`config.mk`:
```
export PLATFORM = sky130hd
export DESIGN_NAME = rtp_receiver_statistics
export DESIGN_NICKNAME = d
export VERILOG_FILES = /design/src/hdl/rtprs_pkg.sv /design/src/hdl/rtp_receiver_statistics.sv /design/src/hdl/rtprs_div.sv /design/src/hdl/rtprs_jitter.sv /design/src/hdl/rtprs_seq.sv
export SDC_FILE = /design/constraint.sdc
export NUM_CORES = 2
export LEC_CHECK = 0
export BUFFER_PORTS_ARGS = -buffer_cell sky130_fd_sc_hd__buf_2
export CAP_MARGIN = 10
export CORE_AREA = 2 2 413 415
export CTS_CLUSTER_SIZE = 30
export DETAILED_ROUTE_END_ITERATION = 8
export DIE_AREA = 0 0 415 417
export PLACE_DENSITY = 0.46
export SLEW_MARGIN = 10
export SYNTH_ARGS = -nofsm -noshare
export SYNTH_HDL_FRONTEND = slang
export SYNTH_SLANG_ARGS = --single-unit
```
`constraint.sdc`:
```
create_clock -name i_clk -period 8.48 [get_ports i_clk]
set_input_delay 1.696 -clock i_clk [delete_from_list [all_inputs] [get_ports i_clk]]
set_output_delay 1.696 -clock i_clk [all_outputs]
set_load 0.05 [all_outputs]
```
`src/hdl/rtprs_pkg.sv`:
```
// Types, constants and codes of the RTP receiver statistics block.
// Used by every module of the block; depends on nothing.
package rtprs_pkg;

    localparam logic [15:0] DROPOUT_RESET  = 16'd3000;
    localparam logic [15:0] MISORDER_RESET = 16'd100;
    localparam logic [16:0] SEQ_MOD        = 17'h10000;
    localparam logic [16:0] BAD_SEQ_NONE   = 17'h10001;
    localparam logic [23:0] LOST_CLAMP     = 24'hffffff;
    localparam logic [31:0] JIT_ROUND      = 32'd8;

    localparam logic OP_PACKET = 1'b0;
    localparam logic OP_REPORT = 1'b1;

    localparam logic REG_DROPOUT  = 1'b0;
    localparam logic REG_MISORDER = 1'b1;

    typedef struct packed {
        logic        opcode;
        logic [15:0] seq_number;
        logic [31:0] rtp_timestamp;
        logic [31:0] arrival_time;
    } t_in_item;

    typedef struct packed {
        logic        accepted;
        logic [31:0] ext_highest;
        logic [23:0] cumulative_lost;
        logic [7:0]  fraction_lost;
        logic [27:0] jitter_out;
    } t_out_item;

    typedef enum logic [3:0] {
        S_IDLE,
        S_PKT_SEQ,
        S_PKT_DIFF,
        S_PKT_MAG,
        S_PKT_ACC,
        S_REP_EXP,
        S_REP_LOST,
        S_REP_INT,
        S_REP_DIV,
        S_REP_WAIT,
        S_FINISH
    } t_state;

    // Step strobes for the jitter estimator.
    typedef struct packed {
        logic load;
        logic diff;
        logic mag;
        logic commit;
    } t_jit_ctl;

    // Sequence tracking state as seen by the report path.
    typedef struct packed {
        logic [31:0] ext_max;
        logic [31:0] seq_origin;
        logic [31:0] received;
        logic [31:0] prior_expected;
        logic [31:0] prior_received;
    } t_seq_stats;

endpackage

```
`src/hdl/rtp_receiver_statistics.sv`:
```
// RTP receiver statistics: between acceptance and the next acceptance a packet request
// runs four arithmetic steps plus accept and result hand-off; a report request runs its
// subtract steps and, when the fraction lost needs it, the bit-serial divider.
// The result register lets the next request in while a result waits to be taken.
// i_rst_n is synchronous and active low; it restores the RFC 3550 start state and
// the register defaults (dropout limit 3000, misorder limit 100). No clearing pass.
module rtp_receiver_statistics
    import rtprs_pkg::*;
(
    input  logic        i_clk,
    input  logic        i_rst_n,
    // Request channel.
    input  logic        i_in_valid,
    output logic        o_in_ready,
    input  t_in_item    i_in_data,
    // Result channel.
    output logic        o_out_valid,
    input  logic        i_out_ready,
    output t_out_item   o_out_data,
    // Configuration port.
    input  logic        psel,
    input  logic        penable,
    input  logic        pwrite,
    input  logic [2:0]  paddr,
    input  logic [31:0] pwdata,
    output logic [31:0] prdata,
    output logic        pready
);

    // Configuration registers. The register index is taken from paddr[2], so each
    // register occupies one 32-bit word.
    logic [15:0] r_dropout_lim;
    logic [15:0] r_misorder_lim;

    always_ff @(posedge i_clk) begin
        if (!i_rst_n) begin
            r_dropout_lim  <= DROPOUT_RESET;
            r_misorder_lim <= MISORDER_RESET;
        end else if (psel && penable && pwrite) begin
            case (paddr[2])
                REG_DROPOUT:  r_dropout_lim  <= pwdata[15:0];
                REG_MISORDER: r_misorder_lim <= pwdata[15:0];
                default: ;
            endcase
        end
    end

    assign pready = 1'b1;
    assign prdata = {16'b0, (paddr[2] == REG_MISORDER) ? r_misorder_lim : r_dropout_lim};

    // Control state and the latched request.
    t_state      r_state, n_state;
    t_in_item    r_in;
    t_out_item   r_out;
    logic        r_out_valid;

    // Report datapath registers, one subtract level per cycle.
    logic [31:0] r_expected;
    logic [31:0] r_lost;
    logic [31:0] r_exp_int;
    logic [31:0] r_rec_int;
    logic [31:0] r_lost_int;
    logic [7:0]  r_frac;

    // Sequencer outputs.
    logic        w_in_ready;
    logic        w_seq_commit;
    logic        w_rep_commit;
    logic        w_div_start;
    logic        w_out_load;
    t_jit_ctl    w_jit_ctl;

    // Submodule outputs.
    t_seq_stats  w_stats;
    logic        w_accepted;
    logic        w_restart;
    logic [27:0] w_jitter;
    logic        w_div_done;
    logic [7:0]  w_div_quot;

    logic        w_frac_zero;
    t_out_item   w_result;

    // The fraction is zero without dividing when the interval expected is zero or
    // the interval loss is not a positive 32-bit signed value.
    assign w_frac_zero = (r_exp_int == 32'd0) || (r_lost_int == 32'd0) || r_lost_int[31];

    always_comb begin
        n_state = r_state;
        case (r_state)
            S_IDLE: begin
                if (i_in_valid) begin
                    n_state = (i_in_data.opcode == OP_REPORT) ? S_REP_EXP : S_PKT_SEQ;
                end
            end
            S_PKT_SEQ:  n_state = S_PKT_DIFF;
            S_PKT_DIFF: n_state = S_PKT_MAG;
            S_PKT_MAG:  n_state = S_PKT_ACC;
            S_PKT_ACC:  n_state = S_FINISH;
            S_REP_EXP:  n_state = S_REP_LOST;
            S_REP_LOST: n_state = S_REP_INT;
            S_REP_INT:  n_state = S_REP_DIV;
            S_REP_DIV:  n_state = w_frac_zero ? S_FINISH : S_REP_WAIT;
            S_REP_WAIT: begin
                if (w_div_done) begin
                    n_state = S_FINISH;
                end
            end
            S_FINISH: begin
                if (!r_out_valid || i_out_ready) begin
                    n_state = S_IDLE;
                end
            end
            default: n_state = S_IDLE;
        endcase
    end

    always_comb begin
        w_in_ready     = 1'b0;
        w_seq_commit   = 1'b0;
        w_rep_commit   = 1'b0;
        w_div_start    = 1'b0;
        w_out_load     = 1'b0;
        w_jit_ctl      = '0;
        case (r_state)
            S_IDLE:     w_in_ready = 1'b1;
            S_PKT_SEQ: begin
                w_seq_commit   = 1'b1;
                w_jit_ctl.load = 1'b1;
            end
            S_PKT_DIFF: w_jit_ctl.diff   = 1'b1;
            S_PKT_MAG:  w_jit_ctl.mag    = 1'b1;
            S_PKT_ACC:  w_jit_ctl.commit = 1'b1;
            S_REP_LOST: w_rep_commit = 1'b1;
            S_REP_DIV:  w_div_start  = !w_frac_zero;
            S_FINISH:   w_out_load   = !r_out_valid || i_out_ready;
            default: ;
        endcase
    end

    always_ff @(posedge i_clk) begin
        if (!i_rst_n) begin
            r_state     <= S_IDLE;
            r_out_valid <= 1'b0;
        end else begin
            r_state <= n_state;
            if (w_out_load) begin
                r_out_valid <= 1'b1;
            end else if (i_out_ready) begin
                r_out_valid <= 1'b0;
            end
        end
    end

    // Report arithmetic. Reports never change the sequence counters; the interval counters
    // they update are read in S_REP_LOST before the update lands, so the inputs stay stable.
    always_ff @(posedge i_clk) begin
        if (w_in_ready && i_in_valid) begin
            r_in <= i_in_data;
        end
        if (r_state == S_REP_EXP) begin
            r_expected <= w_stats.ext_max - w_stats.seq_origin;
        end
        if (r_state == S_REP_LOST) begin
            r_lost    <= r_expected - w_stats.received;
            r_exp_int <= r_expected - w_stats.prior_expected;
            r_rec_int <= w_stats.received - w_stats.prior_received;
        end
        if (r_state == S_REP_INT) begin
            r_lost_int <= r_exp_int - r_rec_int;
        end
        if (r_state == S_REP_DIV) begin
            r_frac <= '0;
        end else if ((r_state == S_REP_WAIT) && w_div_done) begin
            r_frac <= w_div_quot;
        end
        if (w_out_load) begin
            r_out <= w_result;
        end
    end

    // A packet result carries only the accept flag; a report carries everything else.
    always_comb begin
        w_result = '0;
        if (r_in.opcode == OP_PACKET) begin
            w_result.accepted = w_accepted;
        end else begin
            w_result.ext_highest     = w_stats.ext_max;
            w_result.cumulative_lost = (|r_lost[31:24]) ? LOST_CLAMP : r_lost[23:0];
            w_result.fraction_lost   = r_frac;
            w_result.jitter_out      = w_jitter;
        end
    end

    rtprs_seq u_seq (
        .i_clk          (i_clk),
        .i_rst_n        (i_rst_n),
        .i_commit       (w_seq_commit),
        .i_seq          (r_in.seq_number),
        .i_dropout_lim  (r_dropout_lim),
        .i_misorder_lim (r_misorder_lim),
        .i_rep_commit   (w_rep_commit),
        .i_rep_expected (r_expected),
        .o_stats        (w_stats),
        .o_accepted     (w_accepted),
        .o_restart      (w_restart)
    );

    rtprs_jitter u_jitter (
        .i_clk           (i_clk),
        .i_rst_n         (i_rst_n),
        .i_ctl           (w_jit_ctl),
        .i_clear         (w_restart),
        .i_rtp_timestamp (r_in.rtp_timestamp),
        .i_arrival_time  (r_in.arrival_time),
        .o_jitter        (w_jitter)
    );

    // The interval loss times 256 wraps modulo 2^32 before the divide.
    rtprs_div u_div (
        .i_clk      (i_clk),
        .i_rst_n    (i_rst_n),
        .i_start    (w_div_start),
        .i_dividend ({r_lost_int[23:0], 8'b0}),
        .i_divisor  (r_exp_int),
        .o_done     (w_div_done),
        .o_quot     (w_div_quot)
    );

    assign o_in_ready  = w_in_ready;
    assign o_out_valid = r_out_valid;
    assign o_out_data  = r_out;

endmodule

```
`src/hdl/rtprs_div.sv`:
```
// Bit-serial restoring divider for the fraction-lost report field.
// Depends on rtprs_pkg; returns the low 8 quotient bits once every dividend bit is shifted in.
module rtprs_div
    import rtprs_pkg::*;
(
    input  logic        i_clk,
    input  logic        i_rst_n,
    input  logic        i_start,
    input  logic [31:0] i_dividend,
    input  logic [31:0] i_divisor,
    output logic        o_done,
    output logic [7:0]  o_quot
);

    logic        r_busy;
    logic        r_done;
    logic [4:0]  r_cnt;
    logic [31:0] r_rem;
    logic [31:0] r_dvd;
    logic [31:0] r_dsr;
    logic [7:0]  r_quo;

    logic [32:0] w_shift;
    logic [32:0] w_trial;
    logic        w_ge;

    // One quotient bit per cycle: shift in the next dividend bit and try a subtract.
    assign w_shift = {r_rem, r_dvd[31]};
    assign w_trial = w_shift - {1'b0, r_dsr};
    assign w_ge    = !w_trial[32];

    always_ff @(posedge i_clk) begin
        if (!i_rst_n) begin
            r_busy <= 1'b0;
            r_done <= 1'b0;
            r_cnt  <= '0;
        end else begin
            r_done <= 1'b0;
            if (i_start) begin
                r_busy <= 1'b1;
                r_cnt  <= '0;
            end else if (r_busy) begin
                r_cnt <= r_cnt + 5'd1;
                if (r_cnt == 5'd31) begin
                    r_busy <= 1'b0;
                    r_done <= 1'b1;
                end
            end
        end
    end

    always_ff @(posedge i_clk) begin
        if (i_start) begin
            r_rem <= '0;
            r_dvd <= i_dividend;
            r_dsr <= i_divisor;
            r_quo <= '0;
        end else if (r_busy) begin
            r_rem <= w_ge ? w_trial[31:0] : w_shift[31:0];
            r_dvd <= {r_dvd[30:0], 1'b0};
            r_quo <= {r_quo[6:0], w_ge};
        end
    end

    assign o_done = r_done;
    assign o_quot = r_quo;

endmodule

```
`src/hdl/rtprs_jitter.sv`:
```
// Interarrival jitter estimator, one arithmetic step per cycle.
// Depends on rtprs_pkg for the step strobes and the rounding constant.
module rtprs_jitter
    import rtprs_pkg::*;
(
    input  logic        i_clk,
    input  logic        i_rst_n,
    input  t_jit_ctl    i_ctl,
    input  logic        i_clear,
    input  logic [31:0] i_rtp_timestamp,
    input  logic [31:0] i_arrival_time,
    output logic [27:0] o_jitter
);

    logic [31:0] r_last;
    logic [31:0] r_acc;
    logic [31:0] r_transit;
    logic [31:0] r_decay;
    logic [31:0] r_diff;
    logic [31:0] r_base;
    logic [31:0] r_mag;
    logic        r_prev_zero;

    logic [31:0] w_round;

    assign w_round = r_acc + JIT_ROUND;

    always_ff @(posedge i_clk) begin
        if (!i_rst_n) begin
            r_last <= '0;
            r_acc  <= '0;
        end else if (i_ctl.commit) begin
            // A resync or the end of probation wipes what this packet just wrote.
            if (i_clear) begin
                r_last <= '0;
                r_acc  <= '0;
            end else begin
                r_last <= r_transit;
                if (!r_prev_zero) begin
                    r_acc <= r_base + r_mag;
                end
            end
        end
    end

    always_ff @(posedge i_clk) begin
        if (i_ctl.load) begin
            r_transit <= i_arrival_time - i_rtp_timestamp;
            r_decay   <= {4'b0, w_round[31:4]};
        end
        if (i_ctl.diff) begin
            r_diff      <= r_transit - r_last;
            r_prev_zero <= (r_last == 32'd0);
            r_base      <= r_acc - r_decay;
        end
        if (i_ctl.mag) begin
            r_mag <= r_diff[31] ? (32'd0 - r_diff) : r_diff;
        end
    end

    assign o_jitter = r_acc[31:4];

endmodule

```
`src/hdl/rtprs_seq.sv`:
```
// Sequence number validation: probation, dropout, misorder, wrap count and resync.
// Depends on rtprs_pkg; also keeps the interval counters that reports update.
module rtprs_seq
    import rtprs_pkg::*;
(
    input  logic        i_clk,
    input  logic        i_rst_n,
    input  logic        i_commit,
    input  logic [15:0] i_seq,
    input  logic [15:0] i_dropout_lim,
    input  logic [15:0] i_misorder_lim,
    input  logic        i_rep_commit,
    input  logic [31:0] i_rep_expected,
    output t_seq_stats  o_stats,
    output logic        o_accepted,
    output logic        o_restart
);

    logic [15:0] r_highest, n_highest;
    logic        r_probation, n_probation;
    logic [15:0] r_wrap, n_wrap;
    logic [31:0] r_base, n_base;
    logic [16:0] r_bad_seq, n_bad_seq;
    logic [31:0] r_received, n_received;
    logic [31:0] r_prior_exp, n_prior_exp;
    logic [31:0] r_prior_rec, n_prior_rec;
    logic        r_accepted, n_accepted;
    logic        r_restart, n_restart;

    logic [15:0] w_udelta;
    logic        w_restart;

    assign w_udelta = i_seq - r_highest;

    always_comb begin
        n_highest   = r_highest;
        n_probation = r_probation;
        n_wrap      = r_wrap;
        n_base      = r_base;
        n_bad_seq   = r_bad_seq;
        n_received  = r_received + 32'd1;
        n_prior_exp = r_prior_exp;
        n_prior_rec = r_prior_rec;
        n_accepted  = 1'b1;
        w_restart   = 1'b0;

        if (r_probation) begin
            // The compare against highest+1 is done at 17 bits so it never wraps.
            if ({1'b0, i_seq} == ({1'b0, r_highest} + 17'd1)) begin
                n_probation = 1'b0;
                w_restart   = 1'b1;
            end else begin
                n_highest = i_seq;
            end
        end else if (w_udelta < i_dropout_lim) begin
            if (i_seq < r_highest) begin
                n_wrap = r_wrap + 16'd1;
            end
            n_highest = i_seq;
        end else if ({1'b0, w_udelta} <= (SEQ_MOD - {1'b0, i_misorder_lim})) begin
            if ({1'b0, i_seq} == r_bad_seq) begin
                w_restart = 1'b1;
            end else begin
                n_bad_seq  = {1'b0, i_seq + 16'd1};
                n_received = r_received;
                n_accepted = 1'b0;
            end
        end

        if (w_restart) begin
            n_highest   = i_seq;
            n_wrap      = '0;
            n_base      = {16'b0, i_seq} - 32'd1;
            n_bad_seq   = BAD_SEQ_NONE;
            n_received  = 32'd1;
            n_prior_exp = '0;
            n_prior_rec = '0;
        end
        n_restart = w_restart;
    end

    always_ff @(posedge i_clk) begin
        if (!i_rst_n) begin
            r_highest   <= '0;
            r_probation <= 1'b1;
            r_wrap      <= '0;
            r_base      <= '0;
            r_bad_seq   <= '0;
            r_received  <= '0;
            r_prior_exp <= '0;
            r_prior_rec <= '0;
            r_accepted  <= 1'b0;
            r_restart   <= 1'b0;
        end else if (i_commit) begin
            r_highest   <= n_highest;
            r_probation <= n_probation;
            r_wrap      <= n_wrap;
            r_base      <= n_base;
            r_bad_seq   <= n_bad_seq;
            r_received  <= n_received;
            r_prior_exp <= n_prior_exp;
            r_prior_rec <= n_prior_rec;
            r_accepted  <= n_accepted;
            r_restart   <= n_restart;
        end else if (i_rep_commit) begin
            r_prior_exp <= i_rep_expected;
            r_prior_rec <= r_received;
        end
    end

    assign o_stats.ext_max        = {r_wrap, r_highest};
    assign o_stats.seq_origin     = r_base;
    assign o_stats.received       = r_received;
    assign o_stats.prior_expected = r_prior_exp;
    assign o_stats.prior_received = r_prior_rec;
    assign o_accepted             = r_accepted;
    assign o_restart              = r_restart;

endmodule

```
==> metrics <==
post-synthesis compound-gate area fraction=between 10% and 20%; TritonCTS clock tree=done; Clock Pin Slew Worst Setup and Hold Paths=roughly 0.06 ns; fmax=153 MHz; Post-Synth Adder-Cell Area=9.48%; Total GRT Usage=between 10% and 20%; Met2 Wirelength=67.2 mm; DP Worst Slack=approximately 2 ns; largest family of logic cells by synthesized area=compound AO/OA/AOI/OAI gates; PostCTS Resize Cnt=0; Die Area=0.173 mm^2; Area Overhead vs Synth=14.1%; synthesized area per cell=9.86 um^2; post-synthesis sequential area ratio=45.4%; mapped cell area=0.0503 mm^2; top cells by area, synth=edfxtp_1, dfxtp_1, ha_1; Max VDD drop=181 uV; mux cell area share after synthesis=under 10%; startpoint types=flop; gr ovfl total=0; Post-DRT Antenna Nets=0; share of the synthesized area in the top cell type=32.6%; wire per inst=18.0 um; vias in the first global route=36.5k; residual DRC count=0; initial drt markers=2136; Synth Flop Type=edfxtp_1; crit end category=flop; Slew @ Worst Pin=1.10 ns; RSZ-0062 raised after global routing=no; row cnt=151; share of layout cells above drive strength 1=about a tenth; Sw Share=37.0%; final-layout fill cell count=17.4k; worst clock skew=approximately 0.035 ns; Clock power frac=around 28%; DRT Pass-1 Iters=8; asr flop ratio synth=0%; Fin. Hold Viols=0; vias post-DR=approximately 37k; NumNets Final=5769; CTS sink count=868; Max Slew Vio Count=0; multi-input logic area=0.0252 mm^2; Commonest cells post-synth=edfxtp_1, a21oi_1, inv_1, nor2_1, ha_1; met3 wire length=4.25 mm; Root Driver=clkbuf_16; Hold WC Path Type=reg2reg; DRT Wirelength=137 mm; detailed placement HPWL=101 mm; most numerous cell in the Yosys netlist=edfxtp_1; Yosys top cell by area=edfxtp_1; chip height=417 um; GPL Wtd Cong=0.833; Initial Util=approximately 30%; min Tclk post-route=6.55 ns; port buffer count=215; Post-Synth XOR/XNOR Area=7.65%; Critical Path Fanout Max=39; Distinct cells, synth=91; net switching power=between 6 and 7 mW; synth warn=0; Crit Path Class=reg2reg; max-cap viol count=0; EDFF count, synth=547; largest net degree at the start of global routing=between 90 and 100; clk buf depth=3; worst endpoint data arrival time=7.19 ns; Post-Synth Simple-Gate Area=approximately 14%; final instance area=0.0574 mm^2; Setup WS post-layout=1.93 ns; Pwr Density=305 mW/mm^2; leakage power=22.0 nW; TritonCTS Buffers=108; FF+latch count, synth=868; I/O pin count=251; hold buffers post-CTS=0; sequential power share=roughly a third; M1 WL=61.5 mm; Power Internal=11.0 mW; Chip Width=415 um; H-tree levels=3; Comb pwr share=37.2%; register area=~0.023 mm^2; setup violators final=0; Core Util, Final=34.1%; later-pin clock latency in the skew report=0.75 ns; crit share post-route=77.2%; uppermost routed layer=met5; Synth Instances=5103; postcts setup bufs=0; worst path required time=9.12 ns; wire length of the first global-routing pass=211 mm; initial antenna violation count=6; post-DR vias/cell=between 4 and 5; CORE AREA=0.169 mm^2; Relative slew margins=between 20% and 30%; TNS Setup=0 ns; status=finished clean; post-placement cell area=0.0537 mm^2
==> area by class of cell <==
class	count	area share, %
inverters	405	2.67
clock buffers	133	5.14
flip-flops and latches	868	39.8
multi-input cells	3637	43.9
well taps	2218	4.83
clock inverters	73	1.36
diodes	2	0.00871
repair buffers	252	2.36
==> per-layer routing <==
layer	global-route usage [%]	vias to the layer above
met2	27.1	521
met3	2.28	192
met5	0	-
li1	-	18800
met1	19.5	17800
met4	4.70	2
==> registers in the layout (all words and copies together) (netlist names), 24 cells and up <==
| register | count |
|---|---|
| u_jitter.r_diff | 32 |
| r_in | 81 |
| r_rec_int | 32 |
| u_div.r_dsr | 32 |
| u_seq.r_received | 32 |
| o_out_data | 93 |
| u_jitter.r_last | 32 |
| u_jitter.r_acc | 32 |
| u_div.r_dvd | 24 |
| u_seq.r_prior_exp | 32 |
| u_div.r_rem | 32 |
| r_lost_int | 32 |
| r_lost | 32 |
| r_expected | 32 |
| u_jitter.r_decay | 28 |
| u_jitter.r_transit | 32 |
| u_jitter.r_base | 32 |
| u_jitter.r_mag | 32 |
| r_exp_int | 32 |
| u_seq.r_prior_rec | 32 |
==> power by group through the flow <==
stage | clock (mW) | combinational (mW) | sequential (mW)
2_1_floorplan | 0 | 5.05 | 6.03
3_3_place_gp | 0 | 6.56 | 6.24
3_5_place_dp | 0 | 6.59 | 6.25
4_1_cts | 5.00 | 6.64 | 6.17
5_1_grt | 5.15 | 7.35 | 6.24
6_report | 4.84 | 6.51 | 6.15
==> logic make-up after synthesis <==
| family | after synthesis |
|---|---|
| muxes | 67 |
| AOI/OAI and AO/OA | 1297 |
| adders and majority gates | 375 |
| and+or+nand+nor | 1442 |
| DFF | 868 |
| buffers and inverters | 613 |
| xor gates and xnor gates | 439 |
| other | 2 |
==> stage by stage <==
| step | power [mW] | hold slack (ns) | cells |
|---|---|---|---|
| detailed placement | 12.8 | 0.451 | 7380 |
| floorplan | 11.1 | 0.432 | 5118 |
| global placement | 12.8 | 0.444 | 7380 |
| global route | 18.7 | 0.474 | 7586 |
| CTS | 17.8 | 0.460 | 7586 |
| finish | 17.5 | 0.461 | 7588 |
==> cell usage in the layout (no fill, tap or decap), types with 113 or more instances in the layout <==
cell      instances
nand2_1         299
xnor2_1         313
a21oi_1         412
o21ai_0         207
o211ai_1        113
ha_1            363
xor2_1          124
inv_1           402
nor2_1          378
dfxtp_1         319
a21o_1          134
nand3_1         157
edfxtp_1        547
buf_2           215
==> path summary, 6_finish.rpt <==
check / slack (ns) / from / endpoint / cells after the start
worst min register to register: 0.46 / r_dropout_lim[13] / r_dropout_lim[13] / 2
worst max register to register: 1.93 / u_seq.r_highest[1] / u_seq.r_prior_rec[7] / 22
worst min-delay path: 0.46 / r_dropout_lim[13] / r_dropout_lim[13] / 2
worst max-delay path: 1.93 / u_seq.r_highest[1] / u_seq.r_prior_rec[7] / 22
==> critical path: stages (launching register included) <==
cell       delay, ns
dfxtp_1         0.50
inv_1           0.21
ha_1            0.31
nor2b_1         0.11
o21ai_0         0.11
a21boi_0        0.27
o21ai_0         0.15
a21oi_1         0.24
a41oi_1         0.20
a21oi_1         0.42
a21oi_1         0.12
nand2b_1        0.15
a221oi_1        0.54
ha_1            0.37
a21oi_1         0.12
a21boi_0        0.14
a2111oi_4       0.40
or3_1           0.16
buf_4           0.36
o31a_2          0.65
buf_4           0.56
o211ai_1        0.15
a21oi_1         0.16
Power figures use the tool's default switching activity.
